--- src/rtl/core/vlan_rx_untag_classify_assert.svh ---
// Assertion macros for the VLAN receive untag and classify block.
// Used by the top level; expects i_clk and i_rst_n in scope.
`ifndef VLAN_RX_UNTAG_CLASSIFY_ASSERT_SVH
`define VLAN_RX_UNTAG_CLASSIFY_ASSERT_SVH

`ifndef SYNTHESIS
`define VRX_ASSERT_IMP(lbl, ante, cons) \
    lbl: assert property (@(posedge i_clk) disable iff (!i_rst_n) (ante) |-> (cons)) \
        else $error("vrx assertion failed");
`define VRX_ASSERT_NXT(lbl, ante, cons) \
    lbl: assert property (@(posedge i_clk) disable iff (!i_rst_n) (ante) |=> (cons)) \
        else $error("vrx assertion failed");
`else
`define VRX_ASSERT_IMP(lbl, ante, cons)
`define VRX_ASSERT_NXT(lbl, ante, cons)
`endif

`endif

--- src/rtl/core/vrx_pkg.sv ---
// Shared types and constants for the VLAN receive untag and classify block.
// No dependencies.
package vrx_pkg;

    localparam int BYTE_W          = 8;
    localparam int HDR_LEN         = 16;
    localparam int HDR_IDX_W       = 4;
    localparam int TAG_POS         = 12;
    localparam int TAG_LEN         = 4;
    localparam logic [7:0] TPID_HI = 8'h81;
    localparam logic [7:0] TPID_LO = 8'h00;
    localparam int VID_W           = 12;
    localparam logic [VID_W-1:0] VID_UNTAGGED = 12'd1;
    localparam int ENTRY_W         = 13;
    localparam int SLOT_W          = 2;
    localparam int CFG_IDX_W       = 2;
    localparam int USER_W          = 3;
    localparam int TABLE_SLOTS_DEF = 4;
    localparam int QUEUE_DEPTH_DEF = 2;

    typedef enum logic [1:0] {
        OP_BYTE,
        OP_DROP,
        OP_BURST
    } t_op;

    typedef struct packed {
        t_op                             op;
        logic [HDR_LEN-1:0][BYTE_W-1:0]  hdr;
        logic                            last;
        logic [SLOT_W-1:0]               slot;
        logic                            is_tagged;
    } t_cmd;

endpackage

--- src/rtl/core/vlan_rx_untag_classify.sv ---
// VLAN receive untag and classify, top level: front end, command queue, back end.
// Depends on vrx_pkg, vrx_front, vrx_queue, vrx_back and the assertion header.
//
// Bytes of an Ethernet frame enter one per word. The first 16 are held; on the
// 16th the frame is classified: an 802.1Q tag (TPID 0x8100 at offset 12) gives
// the VLAN ID and is stripped, an untagged frame counts as VLAN 1. The lowest
// valid matching slot wins; header words (12 tagged, 16 untagged) then leave as
// a burst and later bytes pass through one per cycle if not stalled, tagged
// with the slot in tuser. Unmatched frames and frames under 16 bytes give a
// single drop word at their last byte. Past the header, one input word per
// cycle is taken while the output is drained. The burst holds the back end for
// 12 or 16 words; the input keeps moving until the QUEUE_DEPTH-entry command
// queue is full. Slot registers are sampled at classification and should be
// written while the block is idle. No clearing pass is needed after reset.
module vlan_rx_untag_classify #(
    parameter int TABLE_SLOTS = vrx_pkg::TABLE_SLOTS_DEF,
    parameter int QUEUE_DEPTH = vrx_pkg::QUEUE_DEPTH_DEF
) (
    input  logic                          i_clk,
    input  logic                          i_rst_n,
    input  logic                          i_cfg_we,
    input  logic [vrx_pkg::CFG_IDX_W-1:0] i_cfg_idx,
    input  logic [vrx_pkg::ENTRY_W-1:0]   i_cfg_data,
    input  logic                          i_s_tvalid,
    output logic                          o_s_tready,
    input  logic [vrx_pkg::BYTE_W-1:0]    i_s_tdata,   // [7:0] frame_byte
    input  logic                          i_s_tlast,
    output logic                          o_m_tvalid,
    input  logic                          i_m_tready,
    output logic [vrx_pkg::BYTE_W-1:0]    o_m_tdata,   // [7:0] out_byte
    output logic                          o_m_tlast,
    output logic [vrx_pkg::USER_W-1:0]    o_m_tuser    // [1:0] out_slot, [2] out_dropped
);
    import vrx_pkg::*;

    logic  q_push_valid, q_push_ready;
    t_cmd  q_push_cmd;
    logic  q_pop_valid, q_pop_ready;
    t_cmd  q_pop_cmd;

    vrx_front #(
        .TABLE_SLOTS (TABLE_SLOTS)
    ) u_front (
        .i_clk        (i_clk),
        .i_rst_n      (i_rst_n),
        .i_cfg_we     (i_cfg_we),
        .i_cfg_idx    (i_cfg_idx),
        .i_cfg_data   (i_cfg_data),
        .i_s_tvalid   (i_s_tvalid),
        .o_s_tready   (o_s_tready),
        .i_s_tdata    (i_s_tdata),
        .i_s_tlast    (i_s_tlast),
        .o_push_valid (q_push_valid),
        .o_push_cmd   (q_push_cmd),
        .i_push_ready (q_push_ready)
    );

    vrx_queue #(
        .DEPTH (QUEUE_DEPTH)
    ) u_queue (
        .i_clk        (i_clk),
        .i_rst_n      (i_rst_n),
        .i_push_valid (q_push_valid),
        .i_push_cmd   (q_push_cmd),
        .o_push_ready (q_push_ready),
        .o_pop_valid  (q_pop_valid),
        .o_pop_cmd    (q_pop_cmd),
        .i_pop_ready  (q_pop_ready)
    );

    vrx_back u_back (
        .i_clk       (i_clk),
        .i_rst_n     (i_rst_n),
        .i_pop_valid (q_pop_valid),
        .i_pop_cmd   (q_pop_cmd),
        .o_pop_ready (q_pop_ready),
        .o_m_tvalid  (o_m_tvalid),
        .i_m_tready  (i_m_tready),
        .o_m_tdata   (o_m_tdata),
        .o_m_tlast   (o_m_tlast),
        .o_m_tuser   (o_m_tuser)
    );

`include "vlan_rx_untag_classify_assert.svh"

    `VRX_ASSERT_IMP(a_push_room, q_push_valid, q_push_ready)
    `VRX_ASSERT_IMP(a_pop_has_item, q_pop_ready, q_pop_valid)
    `VRX_ASSERT_NXT(a_head_held, q_pop_valid && !q_pop_ready, q_pop_valid)
    `VRX_ASSERT_IMP(a_drop_format, o_m_tvalid && o_m_tuser[USER_W-1],
                    o_m_tlast && (o_m_tuser[SLOT_W-1:0] == '0) && (o_m_tdata == '0))

endmodule

--- src/rtl/core/vrx_front.sv ---
// Front end: header capture, tag detection, slot lookup and command issue.
// Depends on vrx_pkg.
module vrx_front #(
    parameter int TABLE_SLOTS = vrx_pkg::TABLE_SLOTS_DEF
) (
    input  logic                         i_clk,
    input  logic                         i_rst_n,
    input  logic                         i_cfg_we,
    input  logic [vrx_pkg::CFG_IDX_W-1:0] i_cfg_idx,
    input  logic [vrx_pkg::ENTRY_W-1:0]  i_cfg_data,
    input  logic                         i_s_tvalid,
    output logic                         o_s_tready,
    input  logic [vrx_pkg::BYTE_W-1:0]   i_s_tdata,
    input  logic                         i_s_tlast,
    output logic                         o_push_valid,
    output vrx_pkg::t_cmd                o_push_cmd,
    input  logic                         i_push_ready
);
    import vrx_pkg::*;

    typedef enum logic [1:0] {
        MODE_BUFFER,
        MODE_FORWARD,
        MODE_DISCARD
    } t_mode;

    t_mode                     r_mode, n_mode;
    logic [HDR_IDX_W-1:0]      r_pos, n_pos;
    logic [SLOT_W-1:0]         r_route, n_route;
    logic [BYTE_W-1:0]         r_hdr [HDR_LEN-1];
    logic [ENTRY_W-1:0]        r_slot [TABLE_SLOTS];

    logic                      accept;
    logic                      is_tagged;
    logic [VID_W-1:0]          vid;
    logic                      hit;
    logic [SLOT_W-1:0]         hit_slot;
    t_cmd                      cmd;
    logic                      push;

    assign o_s_tready = i_push_ready;
    assign accept     = i_s_tvalid && i_push_ready;

    assign is_tagged = (r_hdr[TAG_POS] == TPID_HI) && (r_hdr[TAG_POS+1] == TPID_LO);
    assign vid       = is_tagged ? {r_hdr[TAG_POS+2][VID_W-BYTE_W-1:0], i_s_tdata}
                                 : VID_UNTAGGED;

    always_comb begin
        hit      = 1'b0;
        hit_slot = '0;
        for (int i = TABLE_SLOTS - 1; i >= 0; i--) begin
            if (r_slot[i][ENTRY_W-1] && (r_slot[i][VID_W-1:0] == vid)) begin
                hit      = 1'b1;
                hit_slot = SLOT_W'(i);
            end
        end
    end

    always_comb begin
        n_mode  = r_mode;
        n_pos   = r_pos;
        n_route = r_route;
        push    = 1'b0;
        for (int k = 0; k < HDR_LEN - 1; k++) begin
            cmd.hdr[k] = r_hdr[k];
        end
        cmd.hdr[HDR_LEN-1] = i_s_tdata;
        cmd.op        = OP_DROP;
        cmd.last      = i_s_tlast;
        cmd.slot      = r_route;
        cmd.is_tagged = is_tagged;
        if (accept) begin
            case (r_mode)
                MODE_FORWARD: begin
                    push       = 1'b1;
                    cmd.op     = OP_BYTE;
                    cmd.hdr[0] = i_s_tdata;
                    if (i_s_tlast) begin
                        n_mode = MODE_BUFFER;
                        n_pos  = '0;
                    end
                end
                MODE_DISCARD: begin
                    if (i_s_tlast) begin
                        push   = 1'b1;
                        n_mode = MODE_BUFFER;
                        n_pos  = '0;
                    end
                end
                default: begin
                    if (r_pos != HDR_IDX_W'(HDR_LEN - 1)) begin
                        n_pos = r_pos + 1'b1;
                        if (i_s_tlast) begin
                            push   = 1'b1;
                            n_mode = MODE_BUFFER;
                            n_pos  = '0;
                        end
                    end else if (!hit) begin
                        if (i_s_tlast) begin
                            push   = 1'b1;
                            n_mode = MODE_BUFFER;
                            n_pos  = '0;
                        end else begin
                            n_mode = MODE_DISCARD;
                        end
                    end else begin
                        push     = 1'b1;
                        cmd.op   = OP_BURST;
                        cmd.slot = hit_slot;
                        n_route  = hit_slot;
                        n_pos    = '0;
                        n_mode   = i_s_tlast ? MODE_BUFFER : MODE_FORWARD;
                    end
                end
            endcase
        end
    end

    assign o_push_valid = push;
    assign o_push_cmd   = cmd;

    always_ff @(posedge i_clk) begin
        if (!i_rst_n) begin
            r_mode  <= MODE_BUFFER;
            r_pos   <= '0;
            r_route <= '0;
            for (int i = 0; i < TABLE_SLOTS; i++) begin
                r_slot[i] <= '0;
            end
        end else begin
            r_mode  <= n_mode;
            r_pos   <= n_pos;
            r_route <= n_route;
            for (int i = 0; i < TABLE_SLOTS; i++) begin
                if (i_cfg_we && (i_cfg_idx == CFG_IDX_W'(i))) begin
                    r_slot[i] <= i_cfg_data;
                end
            end
        end
    end

    always_ff @(posedge i_clk) begin
        if (accept && (r_mode != MODE_FORWARD) && (r_mode != MODE_DISCARD) &&
            (r_pos != HDR_IDX_W'(HDR_LEN - 1))) begin
            r_hdr[r_pos] <= i_s_tdata;
        end
    end

endmodule

--- src/rtl/core/vrx_queue.sv ---
// Command queue between front and back end.
// Depends on vrx_pkg.
module vrx_queue #(
    parameter int DEPTH = vrx_pkg::QUEUE_DEPTH_DEF
) (
    input  logic           i_clk,
    input  logic           i_rst_n,
    input  logic           i_push_valid,
    input  vrx_pkg::t_cmd  i_push_cmd,
    output logic           o_push_ready,
    output logic           o_pop_valid,
    output vrx_pkg::t_cmd  o_pop_cmd,
    input  logic           i_pop_ready
);
    import vrx_pkg::*;

    localparam int PTR_W = (DEPTH > 1) ? $clog2(DEPTH) : 1;
    localparam int CNT_W = $clog2(DEPTH + 1);

    t_cmd              r_mem [DEPTH];
    logic [PTR_W-1:0]  r_wr, r_rd;
    logic [CNT_W-1:0]  r_cnt;
    logic              push, pop;

    assign o_push_ready = (r_cnt != CNT_W'(DEPTH));
    assign o_pop_valid  = (r_cnt != '0);
    assign o_pop_cmd    = r_mem[r_rd];
    assign push         = i_push_valid && o_push_ready;
    assign pop          = i_pop_ready && o_pop_valid;

    always_ff @(posedge i_clk) begin
        if (!i_rst_n) begin
            r_wr  <= '0;
            r_rd  <= '0;
            r_cnt <= '0;
        end else begin
            if (push) begin
                r_wr <= (r_wr == PTR_W'(DEPTH - 1)) ? '0 : r_wr + 1'b1;
            end
            if (pop) begin
                r_rd <= (r_rd == PTR_W'(DEPTH - 1)) ? '0 : r_rd + 1'b1;
            end
            if (push && !pop) begin
                r_cnt <= r_cnt + 1'b1;
            end else if (pop && !push) begin
                r_cnt <= r_cnt - 1'b1;
            end
        end
    end

    always_ff @(posedge i_clk) begin
        if (push) begin
            r_mem[r_wr] <= i_push_cmd;
        end
    end

endmodule

--- src/rtl/core/vrx_back.sv ---
// Back end: expands queued commands into output words, header burst included.
// Depends on vrx_pkg.
module vrx_back (
    input  logic                        i_clk,
    input  logic                        i_rst_n,
    input  logic                        i_pop_valid,
    input  vrx_pkg::t_cmd               i_pop_cmd,
    output logic                        o_pop_ready,
    output logic                        o_m_tvalid,
    input  logic                        i_m_tready,
    output logic [vrx_pkg::BYTE_W-1:0]  o_m_tdata,
    output logic                        o_m_tlast,
    output logic [vrx_pkg::USER_W-1:0]  o_m_tuser
);
    import vrx_pkg::*;

    logic                  r_ovalid;
    logic [BYTE_W-1:0]     r_obyte, n_obyte;
    logic                  r_olast, n_olast;
    logic [SLOT_W-1:0]     r_oslot, n_oslot;
    logic                  r_odrop, n_odrop;
    logic [HDR_IDX_W-1:0]  r_idx, n_idx;

    logic                  load;
    logic                  pop;
    logic                  burst_end;

    assign load      = i_pop_valid && (!r_ovalid || i_m_tready);
    assign burst_end = (r_idx == (i_pop_cmd.is_tagged ? HDR_IDX_W'(TAG_POS - 1)
                                                      : HDR_IDX_W'(HDR_LEN - 1)));

    always_comb begin
        n_obyte = i_pop_cmd.hdr[0];
        n_olast = i_pop_cmd.last;
        n_oslot = i_pop_cmd.slot;
        n_odrop = 1'b0;
        n_idx   = r_idx;
        pop     = 1'b0;
        if (load) begin
            case (i_pop_cmd.op)
                OP_BYTE: begin
                    pop = 1'b1;
                end
                OP_BURST: begin
                    n_obyte = i_pop_cmd.hdr[r_idx];
                    n_olast = i_pop_cmd.last && burst_end;
                    if (burst_end) begin
                        pop   = 1'b1;
                        n_idx = '0;
                    end else begin
                        n_idx = r_idx + 1'b1;
                    end
                end
                default: begin
                    n_obyte = '0;
                    n_olast = 1'b1;
                    n_oslot = '0;
                    n_odrop = 1'b1;
                    pop     = 1'b1;
                end
            endcase
        end
    end

    assign o_pop_ready = pop;
    assign o_m_tvalid  = r_ovalid;
    assign o_m_tdata   = r_obyte;
    assign o_m_tlast   = r_olast;
    assign o_m_tuser   = {r_odrop, r_oslot};

    always_ff @(posedge i_clk) begin
        if (!i_rst_n) begin
            r_ovalid <= 1'b0;
            r_idx    <= '0;
        end else begin
            r_idx <= n_idx;
            if (load) begin
                r_ovalid <= 1'b1;
            end else if (i_m_tready) begin
                r_ovalid <= 1'b0;
            end
        end
    end

    always_ff @(posedge i_clk) begin
        if (load) begin
            r_obyte <= n_obyte;
            r_olast <= n_olast;
            r_oslot <= n_oslot;
            r_odrop <= n_odrop;
        end
    end

endmodule

--- config.mk ---
export PLATFORM = sky130hd
export DESIGN_NAME = vlan_rx_untag_classify
export DESIGN_NICKNAME = d
export VERILOG_FILES = /design/src/rtl/core/vrx_pkg.sv /design/src/rtl/core/vlan_rx_untag_classify.sv /design/src/rtl/core/vrx_front.sv /design/src/rtl/core/vrx_queue.sv /design/src/rtl/core/vrx_back.sv
export VERILOG_INCLUDE_DIRS = /design/src /design/src/rtl/core
export SDC_FILE = /design/constraint.sdc
export NUM_CORES = 1
export LEC_CHECK = 0
export BUFFER_PORTS_ARGS = -buffer_cell sky130_fd_sc_hd__buf_2
export CORE_MARGIN = 1.5
export CORE_UTILIZATION = 45
export CTS_CLUSTER_DIAMETER = 150
export DETAILED_ROUTE_END_ITERATION = 6
export PLACE_DENSITY = 0.69
export SLEW_MARGIN = 20
export SYNTH_ARGS = -nofsm -noshare
export SYNTH_HDL_FRONTEND = slang
export SYNTH_SLANG_ARGS = --single-unit
--- constraint.sdc ---
create_clock -name i_clk -period 8.4 [get_ports i_clk]
set_clock_uncertainty 0.2 [all_clocks]
set_input_delay 0.84 -clock i_clk [delete_from_list [all_inputs] [get_ports i_clk]]
set_output_delay 0.84 -clock i_clk [all_outputs]
set_load 0.005 [all_outputs]
# ---- After elaboration in Yosys (flattened, before gate mapping)
# Memories as Yosys holds them, arrays and structs flattened. A register that Yosys moved wholly into a read port is not among the register bits.
# Index checks and enable logic that the tools add are counted.
dict set report totals {
  ff_bits 29
  latch_bits 0
  ram_bits 440
  rom_bits 0
  out_inout_bits 14
  word_cells 148
  memories 3
}
# memory depth word_bits rd rd_ports_with_merged_regs wr line_no
set mem_list {}
lappend mem_list {u_queue.r_mem 2 134 1 1 1 vrx_queue.sv:20} ;# t_cmd r_mem [DEPTH];
lappend mem_list {u_front.r_hdr 15 8 15 0 1 vrx_front.sv:30} ;# logic [BYTE_W-1:0] r_hdr [HDR_LEN-1];
lappend mem_list {u_front.r_slot 4 13 4 0 4 vrx_front.sv:31} ;# logic [ENTRY_W-1:0] r_slot [TABLE_SLOTS];
dict set report op_classes {
  n_addsub 6
  n_mul 0
  n_div 0
  order_cmp 1
  n_eq_ne 16
  n_shift 0
  muxes 74
  bitwise_logic 4
  n_reduce_logical 32
}
# op count
set op_table {}
lappend op_table {{two-way mux 13 bit} 4}
lappend op_table {{equality test 12 bit} 4}
lappend op_table {{two-way mux 1 bit} 36}
lappend op_table {{two-way mux 2 bit} 18}
lappend op_table {{binary-select mux 8 bit (select 4 bit)} 1}
lappend op_table {{two-way mux 4 bit} 6}
lappend op_table {{two-way mux 8 bit} 3}
lappend op_table {{logical AND 1 bit} 19}
lappend op_table {{case mux 8 bit (2 select lines)} 1}
lappend op_table {{two-way mux 12 bit} 1}
lappend op_table {{adder 4 x 1 -> 4 bit (second input constant)} 2}
lappend op_table {{equality test 2 bit (second input constant)} 4}
lappend op_table {{equality test 8 bit (second input constant)} 1}
lappend op_table {{logical NOT 8 bit} 1}
lappend op_table {{nonzero test 2 bit} 3}
lappend op_table {{< comparator 4 x 5 -> 1 bit (second input constant)} 1}
lappend op_table {{equality test 2 x 1 -> 1 bit (second input constant)} 2}
lappend op_table {{equality test 4 bit} 1}
lappend op_table {{logical NOT 2 bit} 2}
lappend op_table {{!= test 2 bit (second input constant)} 2}
lappend op_table {{!= test 4 bit (second input constant)} 1}
lappend op_table {{OR 1 bit} 4}
lappend op_table {{case mux 1 bit (2 select lines)} 2}
lappend op_table {{case mux 2 bit (2 select lines)} 1}
lappend op_table {{other kinds (9)} 13}

# ---- Longest topological paths before layout
# An unclocked memory read counts as a cell.
dict set report logic_depth {
  ltp_word 19
  depth_mapped 13
  depth_no_buf 12
}

# ---- Hierarchy
# From an unflattened synthesis, not the netlist that was laid out.
dict set report hier_totals {
  hier_cells 1100
  hier_area_um2 19477.4
}
# mod n_inst cells_each area_per_inst_um2 seq_area_each_um2
set modules_own_cells {}
lappend modules_own_cells {vrx_queue 1 441 10149.7 8147.8}
lappend modules_own_cells {vrx_front 1 531 7567.3 5325.1}
lappend modules_own_cells {vrx_back 1 128 1760.4 460.4}

# ---- Worst setup path after synthesis
# OpenSTA, ideal clock, no wires.
dict set report synth_timing {
  path_type {input -> register}
  start {in i_s_tdata[6] (netlist bit)}
  end {mem u_queue.r_mem[1][0] (netlist bit), enable pin}
  setup_time_ps 510
  t_arrival_ps 5556
  path_slack_ps 2135
  cell_stages 7
  n_path_buf 1
  path_cell_list {clkbuf_1 -> xor2_1 -> or4_1 -> a2111oi_2 -> a21oi_2 -> a31oi_4 -> and2_1}
}
dict set report synth_between {
  elab_chain_len 14
  word_cells_on_any_way 20
  cone_classes {eq/ne: 4; mux: 11; reduce/logical: 5}
}
# item line_no
set synth_lines {}
lappend synth_lines {{start: declaration} vlan_rx_untag_classify.sv:26} ;# input logic [vrx_pkg::BYTE_W-1:0] i_s_tdata,
lappend synth_lines {{two-way mux 12 bit (*)} vrx_front.sv:45} ;# assign vid = is_tagged ? {r_hdr[TAG_POS+2][VID_W-BYTE_W-1:0], i_s_tdata}
lappend synth_lines {{equality test 12 bit} vrx_front.sv:52} ;# if (r_slot[i][ENTRY_W-1] && (r_slot[i][VID_W-1:0] == vid)) begin
lappend synth_lines {{logical AND 1 bit} vrx_front.sv:52}
lappend synth_lines {{two-way mux 1 bit (3 in a row)} vrx_front.sv:52}
lappend synth_lines {{two-way mux 1 bit (*)} vrx_front.sv:52}
lappend synth_lines {{two-way mux 1 bit (*)} vrx_front.sv:98} ;# end else if (!hit) begin
lappend synth_lines {{two-way mux 1 bit (*)} vrx_front.sv:91} ;# if (r_pos != HDR_IDX_W'(HDR_LEN - 1)) begin
lappend synth_lines {{case mux 1 bit (2 select lines) (*)} vrx_front.sv:73} ;# case (r_mode)
lappend synth_lines {{two-way mux 1 bit (*)} vrx_front.sv:72} ;# if (accept) begin
lappend synth_lines {{logical AND 1 bit (*)} vrx_queue.sv:28} ;# assign push = i_push_valid && o_push_ready;
lappend synth_lines {{net u_queue.push} vrx_queue.sv:23} ;# logic push, pop;
lappend synth_lines {{two-way mux 1 bit (*)} vrx_queue.sv:52} ;# if (push) begin
lappend synth_lines {{two-way mux 1 bit (not written as such) (*)} vrx_queue.sv:53} ;# r_mem[r_wr] <= i_push_cmd;
lappend synth_lines {{end: declaration} vrx_queue.sv:20}
# Mark *: on every way through the listed nets, which the timed path passes. The rest lies on a longest branch.

==> impl_metrics.csv <==
group,metric,value,unit
power_and_ir_drop,p_leak,0.00657,µW
die,die_h,206,µm
synthesis,yosys_warnings,0,
power_and_ir_drop,cellPowerDensity,250,nW/µm²
setup_path,critical_path_class,"reg -> reg",
global_routing,grt_usage,17.5,%
synthesis,synth-seq-cells,470,
layout,drive_above_1_share,20.6,%
global_routing,grt_pass1_wl,54300,µm
die,top_level_ports,43,
die,rows,74,
power_and_ir_drop,power.share.clock,37.6,%
sta,layout_worst_path_cycle_share,59.7,%
setup_path,timing.critical_path.arrival,4.99,ns
sta,setup_viol,0,
routing,vias_per_cell,5.55,
setup_path,critical_path.max_fanout,62,
synthesis,synth.yosys.seq_area_share,75.5,%
sta,unrepaired_setup_endpoints_after_global_routing,"no",
synthesis,synthesis.area_per_instance,18.7,µm²
layout,final_core_util,51.1,%
clock_network,htree_num_levels,2,
place,portBuffers,42,
layout,nets,1090,
clock_network,cts_repair_resize_count,0,
die,floorplan.initialDensity,45.4,%
clock_network,cts_tree,"built",
layout,final_cell_mix,"sky130_fd_sc_hd__edfxtp_1, sky130_fd_sc_hd__mux4_2, sky130_fd_sc_hd__and2_1",
sta,final-max-slew-violation-count,0,
clock_network,cts.repair_timing.setup_buffer_count,0,
sta,timing.slew.headroom,34.8,%
clock_network,cts_inserted_buffers,46,
routing,ant_nets,0,
clock_network,tritoncts_num_sinks,470,
layout,layout_commonest_cell,"sky130_fd_sc_hd__edfxtp_1",
sta,fmaxAchievable,199,MHz
die,core,40600,µm²
clock_network,clkTransAtPathRegs,0.06,ns
outcome,outcome,"completed",
clock_network,clk_path_buf_depth,3,
routing,drt-pass1-iter-count,7,
setup_path,worst-endpoint-required,8.37,ns
clock_network,root_buffer,"sky130_fd_sc_hd__clkbuf_16",
synthesis,asyncSetResetFlopFracSynth,0,%
setup_path,setup.worst_path.start_class,"flop",
global_routing,grt_overflow,0,
power_and_ir_drop,total_switching_power,1170,µW
synthesis,syn-instance-count,990,
clock_network,clk_latency,0.56,ns
global_routing,via_count_of_the_first_global_routing_pass,9088,
power_and_ir_drop,ir_drop,0.168,mV
routing,drc_errors,0,
layout,area.growth.synth_to_final,12.4,%
sta,tns_setup,0,ns
synthesis,syn_nets,1027,
synthesis,post_synth_num_cell_types,59,
synthesis,ys_dominant_reg_cell,"sky130_fd_sc_hd__edfxtp_1",
sta,timing.final.hold_violations,0,
global_routing,grt_max_degree,68,
sta,fin_crit_period,5.02,ns
power_and_ir_drop,net_switching_share_of_the_total_power,22.5,%
die,die_width,206,µm
power_and_ir_drop,p_int,4020,µW
power_and_ir_drop,sequentialPowerShare,52.9,%
routing,routed_wire_length_per_instance,22.2,µm
routing,detailroute.via_count,8981,
synthesis,netlist_area,18500,µm²
global_routing,number_of_antenna_violations_at_the_first_check_in_global_routing,1,
layout,antenna_cells,0,
min_path,hold_path_class,"reg -> reg",
sta,worst_pin_slew,0.974,ns
power_and_ir_drop,combPwrFrac,9.5,%
job,drv_cap,0,
clock_network,cts_hold_buffers,0,
routing,drt_iter0_drc,679,
die,die_area,42300,µm²
place,place_congestion,0.863,
place,place_hpwl,22200,µm
setup_path,timing.critical_path.to_type,"flop",
routing,routed_wl,35900,µm
synthesis,synth-edff-count,452,
## worst paths after layout
| path | startpoint | end | slack, ns | depth (start not counted) |
|---|---|---|---|---|
| worst max-delay path | u_front.r_hdr[12][2] | u_queue.r_mem[0][131] | 3.38 | 10 |
| worst min-delay path | u_front.r_hdr[14][5] | u_queue.r_mem[0][121] | 0.24 | 0 |
| worst max register to register | u_front.r_hdr[12][2] | u_queue.r_mem[0][131] | 3.38 | 10 |
| worst min register to register | u_front.r_hdr[14][5] | u_queue.r_mem[0][121] | 0.24 | 0 |
## cell usage after synthesis, types with 2 or more instances
| cell | number | area share [%] |
|---|---|---|
| sky130_fd_sc_hd__dfxtp_1 | 18 | 2.0 |
| sky130_fd_sc_hd__nand3_1 | 4 | 0.11 |
| sky130_fd_sc_hd__a22oi_1 | 3 | 0.12 |
| sky130_fd_sc_hd__nor4_2 | 3 | 0.20 |
| sky130_fd_sc_hd__nand2_1 | 28 | 0.57 |
| sky130_fd_sc_hd__edfxtp_1 | 452 | 74 |
| sky130_fd_sc_hd__nand2b_1 | 8 | 0.27 |
| sky130_fd_sc_hd__ha_1 | 8 | 0.54 |
| sky130_fd_sc_hd__a21o_1 | 4 | 0.16 |
| sky130_fd_sc_hd__buf_1 | 11 | 0.22 |
| sky130_fd_sc_hd__nor3_1 | 13 | 0.35 |
| sky130_fd_sc_hd__a211oi_1 | 7 | 0.28 |
| sky130_fd_sc_hd__buf_4 | 2 | 0.081 |
| sky130_fd_sc_hd__o21bai_1 | 3 | 0.12 |
| sky130_fd_sc_hd__mux2i_1 | 44 | 2.4 |
| sky130_fd_sc_hd__a311oi_1 | 2 | 0.095 |
| sky130_fd_sc_hd__inv_1 | 15 | 0.30 |
| sky130_fd_sc_hd__mux2_2 | 5 | 0.30 |
| sky130_fd_sc_hd__buf_2 | 6 | 0.16 |
| sky130_fd_sc_hd__and2_1 | 56 | 1.9 |
| sky130_fd_sc_hd__nor4bb_1 | 5 | 0.27 |
| sky130_fd_sc_hd__xor2_1 | 19 | 0.90 |
| sky130_fd_sc_hd__o21a_1 | 3 | 0.12 |
| sky130_fd_sc_hd__nor2_1 | 42 | 0.85 |
| sky130_fd_sc_hd__o32ai_1 | 2 | 0.095 |
| sky130_fd_sc_hd__a2111oi_2 | 2 | 0.16 |
| sky130_fd_sc_hd__nor2b_1 | 3 | 0.10 |
| sky130_fd_sc_hd__or4_1 | 2 | 0.081 |
| sky130_fd_sc_hd__a31oi_1 | 8 | 0.27 |
| sky130_fd_sc_hd__or3_1 | 2 | 0.068 |
| sky130_fd_sc_hd__xnor2_1 | 19 | 0.90 |
| sky130_fd_sc_hd__o22ai_1 | 12 | 0.41 |
| sky130_fd_sc_hd__mux4_2 | 72 | 8.8 |
| sky130_fd_sc_hd__and3_1 | 5 | 0.17 |
| sky130_fd_sc_hd__o21ai_0 | 22 | 0.60 |
| sky130_fd_sc_hd__nor4_1 | 8 | 0.27 |
| sky130_fd_sc_hd__or2_2 | 3 | 0.10 |
| sky130_fd_sc_hd__nand4_1 | 9 | 0.30 |
| sky130_fd_sc_hd__clkbuf_1 | 27 | 0.55 |
| sky130_fd_sc_hd__a21oi_1 | 14 | 0.38 |
## sequential cells by signal, summed over array words and instances, names as in the netlist, 2 cells and up, named ones only
name and count:
u_front.r_route 2, u_queue.r_mem 268, u_front.r_slot 52, u_front.r_pos 4
u_queue.r_cnt 2, u_back.r_oslot 2, u_back.r_idx 4, u_back.o_m_tdata 8
u_front.r_hdr 120, u_front.r_mode 2
## power by group through the flow
stage	logic (µW)	registers, µW	clock network, µW
floorplan	372	2760	0
global placement	492	2800	0
detailed placement	500	2800	0
CTS	501	2750	1990
global route	539	2760	2080
finish	493	2750	1950
## layout make-up
class,instances,area (µm²)
timing repair buffer,61,353
clock buffer,54,1200
tap,532,666
sequential,470,13900
multi-input combinational,458,4320
clock inverter,27,224
inverter,16,60.1
fill,3175,19900
## layer usage
metal	vias to the layer above	GRT usage (%)	wire, µm
met5	-	0	7
met4	2	5.16	915
met3	69	3.03	1980
met2	246	30.0	18300
met1	4601	22.8	14800
li1	4063	-	-
## through the flow
stage	hold slack, ns	instance area [µm²]	instances	setup slack, ns	power, µW
5_1_grt	0.249	20800	1618	2.98	5370
4_1_cts	0.237	20800	1618	3.38	5240
6_report	0.239	20800	1618	3.38	5190
2_1_floorplan	0.221	18500	990	2.13	3130
3_3_place_gp	0.222	19300	1537	3.40	3290
3_5_place_dp	0.229	19300	1537	3.39	3300
## critical path: stages, from the launching register on
cell,delay (ns)
sky130_fd_sc_hd__edfxtp_1,0.42
sky130_fd_sc_hd__nor4_2,0.35
sky130_fd_sc_hd__nand4_2,0.41
sky130_fd_sc_hd__inv_2,0.50
sky130_fd_sc_hd__mux2i_1,0.25
sky130_fd_sc_hd__nand4_1,0.11
sky130_fd_sc_hd__nor4_1,0.54
sky130_fd_sc_hd__nor2_2,0.16
sky130_fd_sc_hd__a31oi_4,0.26
sky130_fd_sc_hd__and2b_4,0.55
sky130_fd_sc_hd__buf_4,0.74
## cells by family (layout without fill, tap and decap cells)
group           count (synthesis)  in the layout  share of synthesized area (%)
simple gates                  198            198                           5.97
fa+ha+maj                       8              8                          0.542
mux                           121            121                           11.5
xor+xnor                       38             38                           1.80
compound gates                 93             93                           3.42
flops                         470            470                           75.5
buf+inv                        62            158                           1.34
No activity file was read; power rests on OpenSTA's default activity.
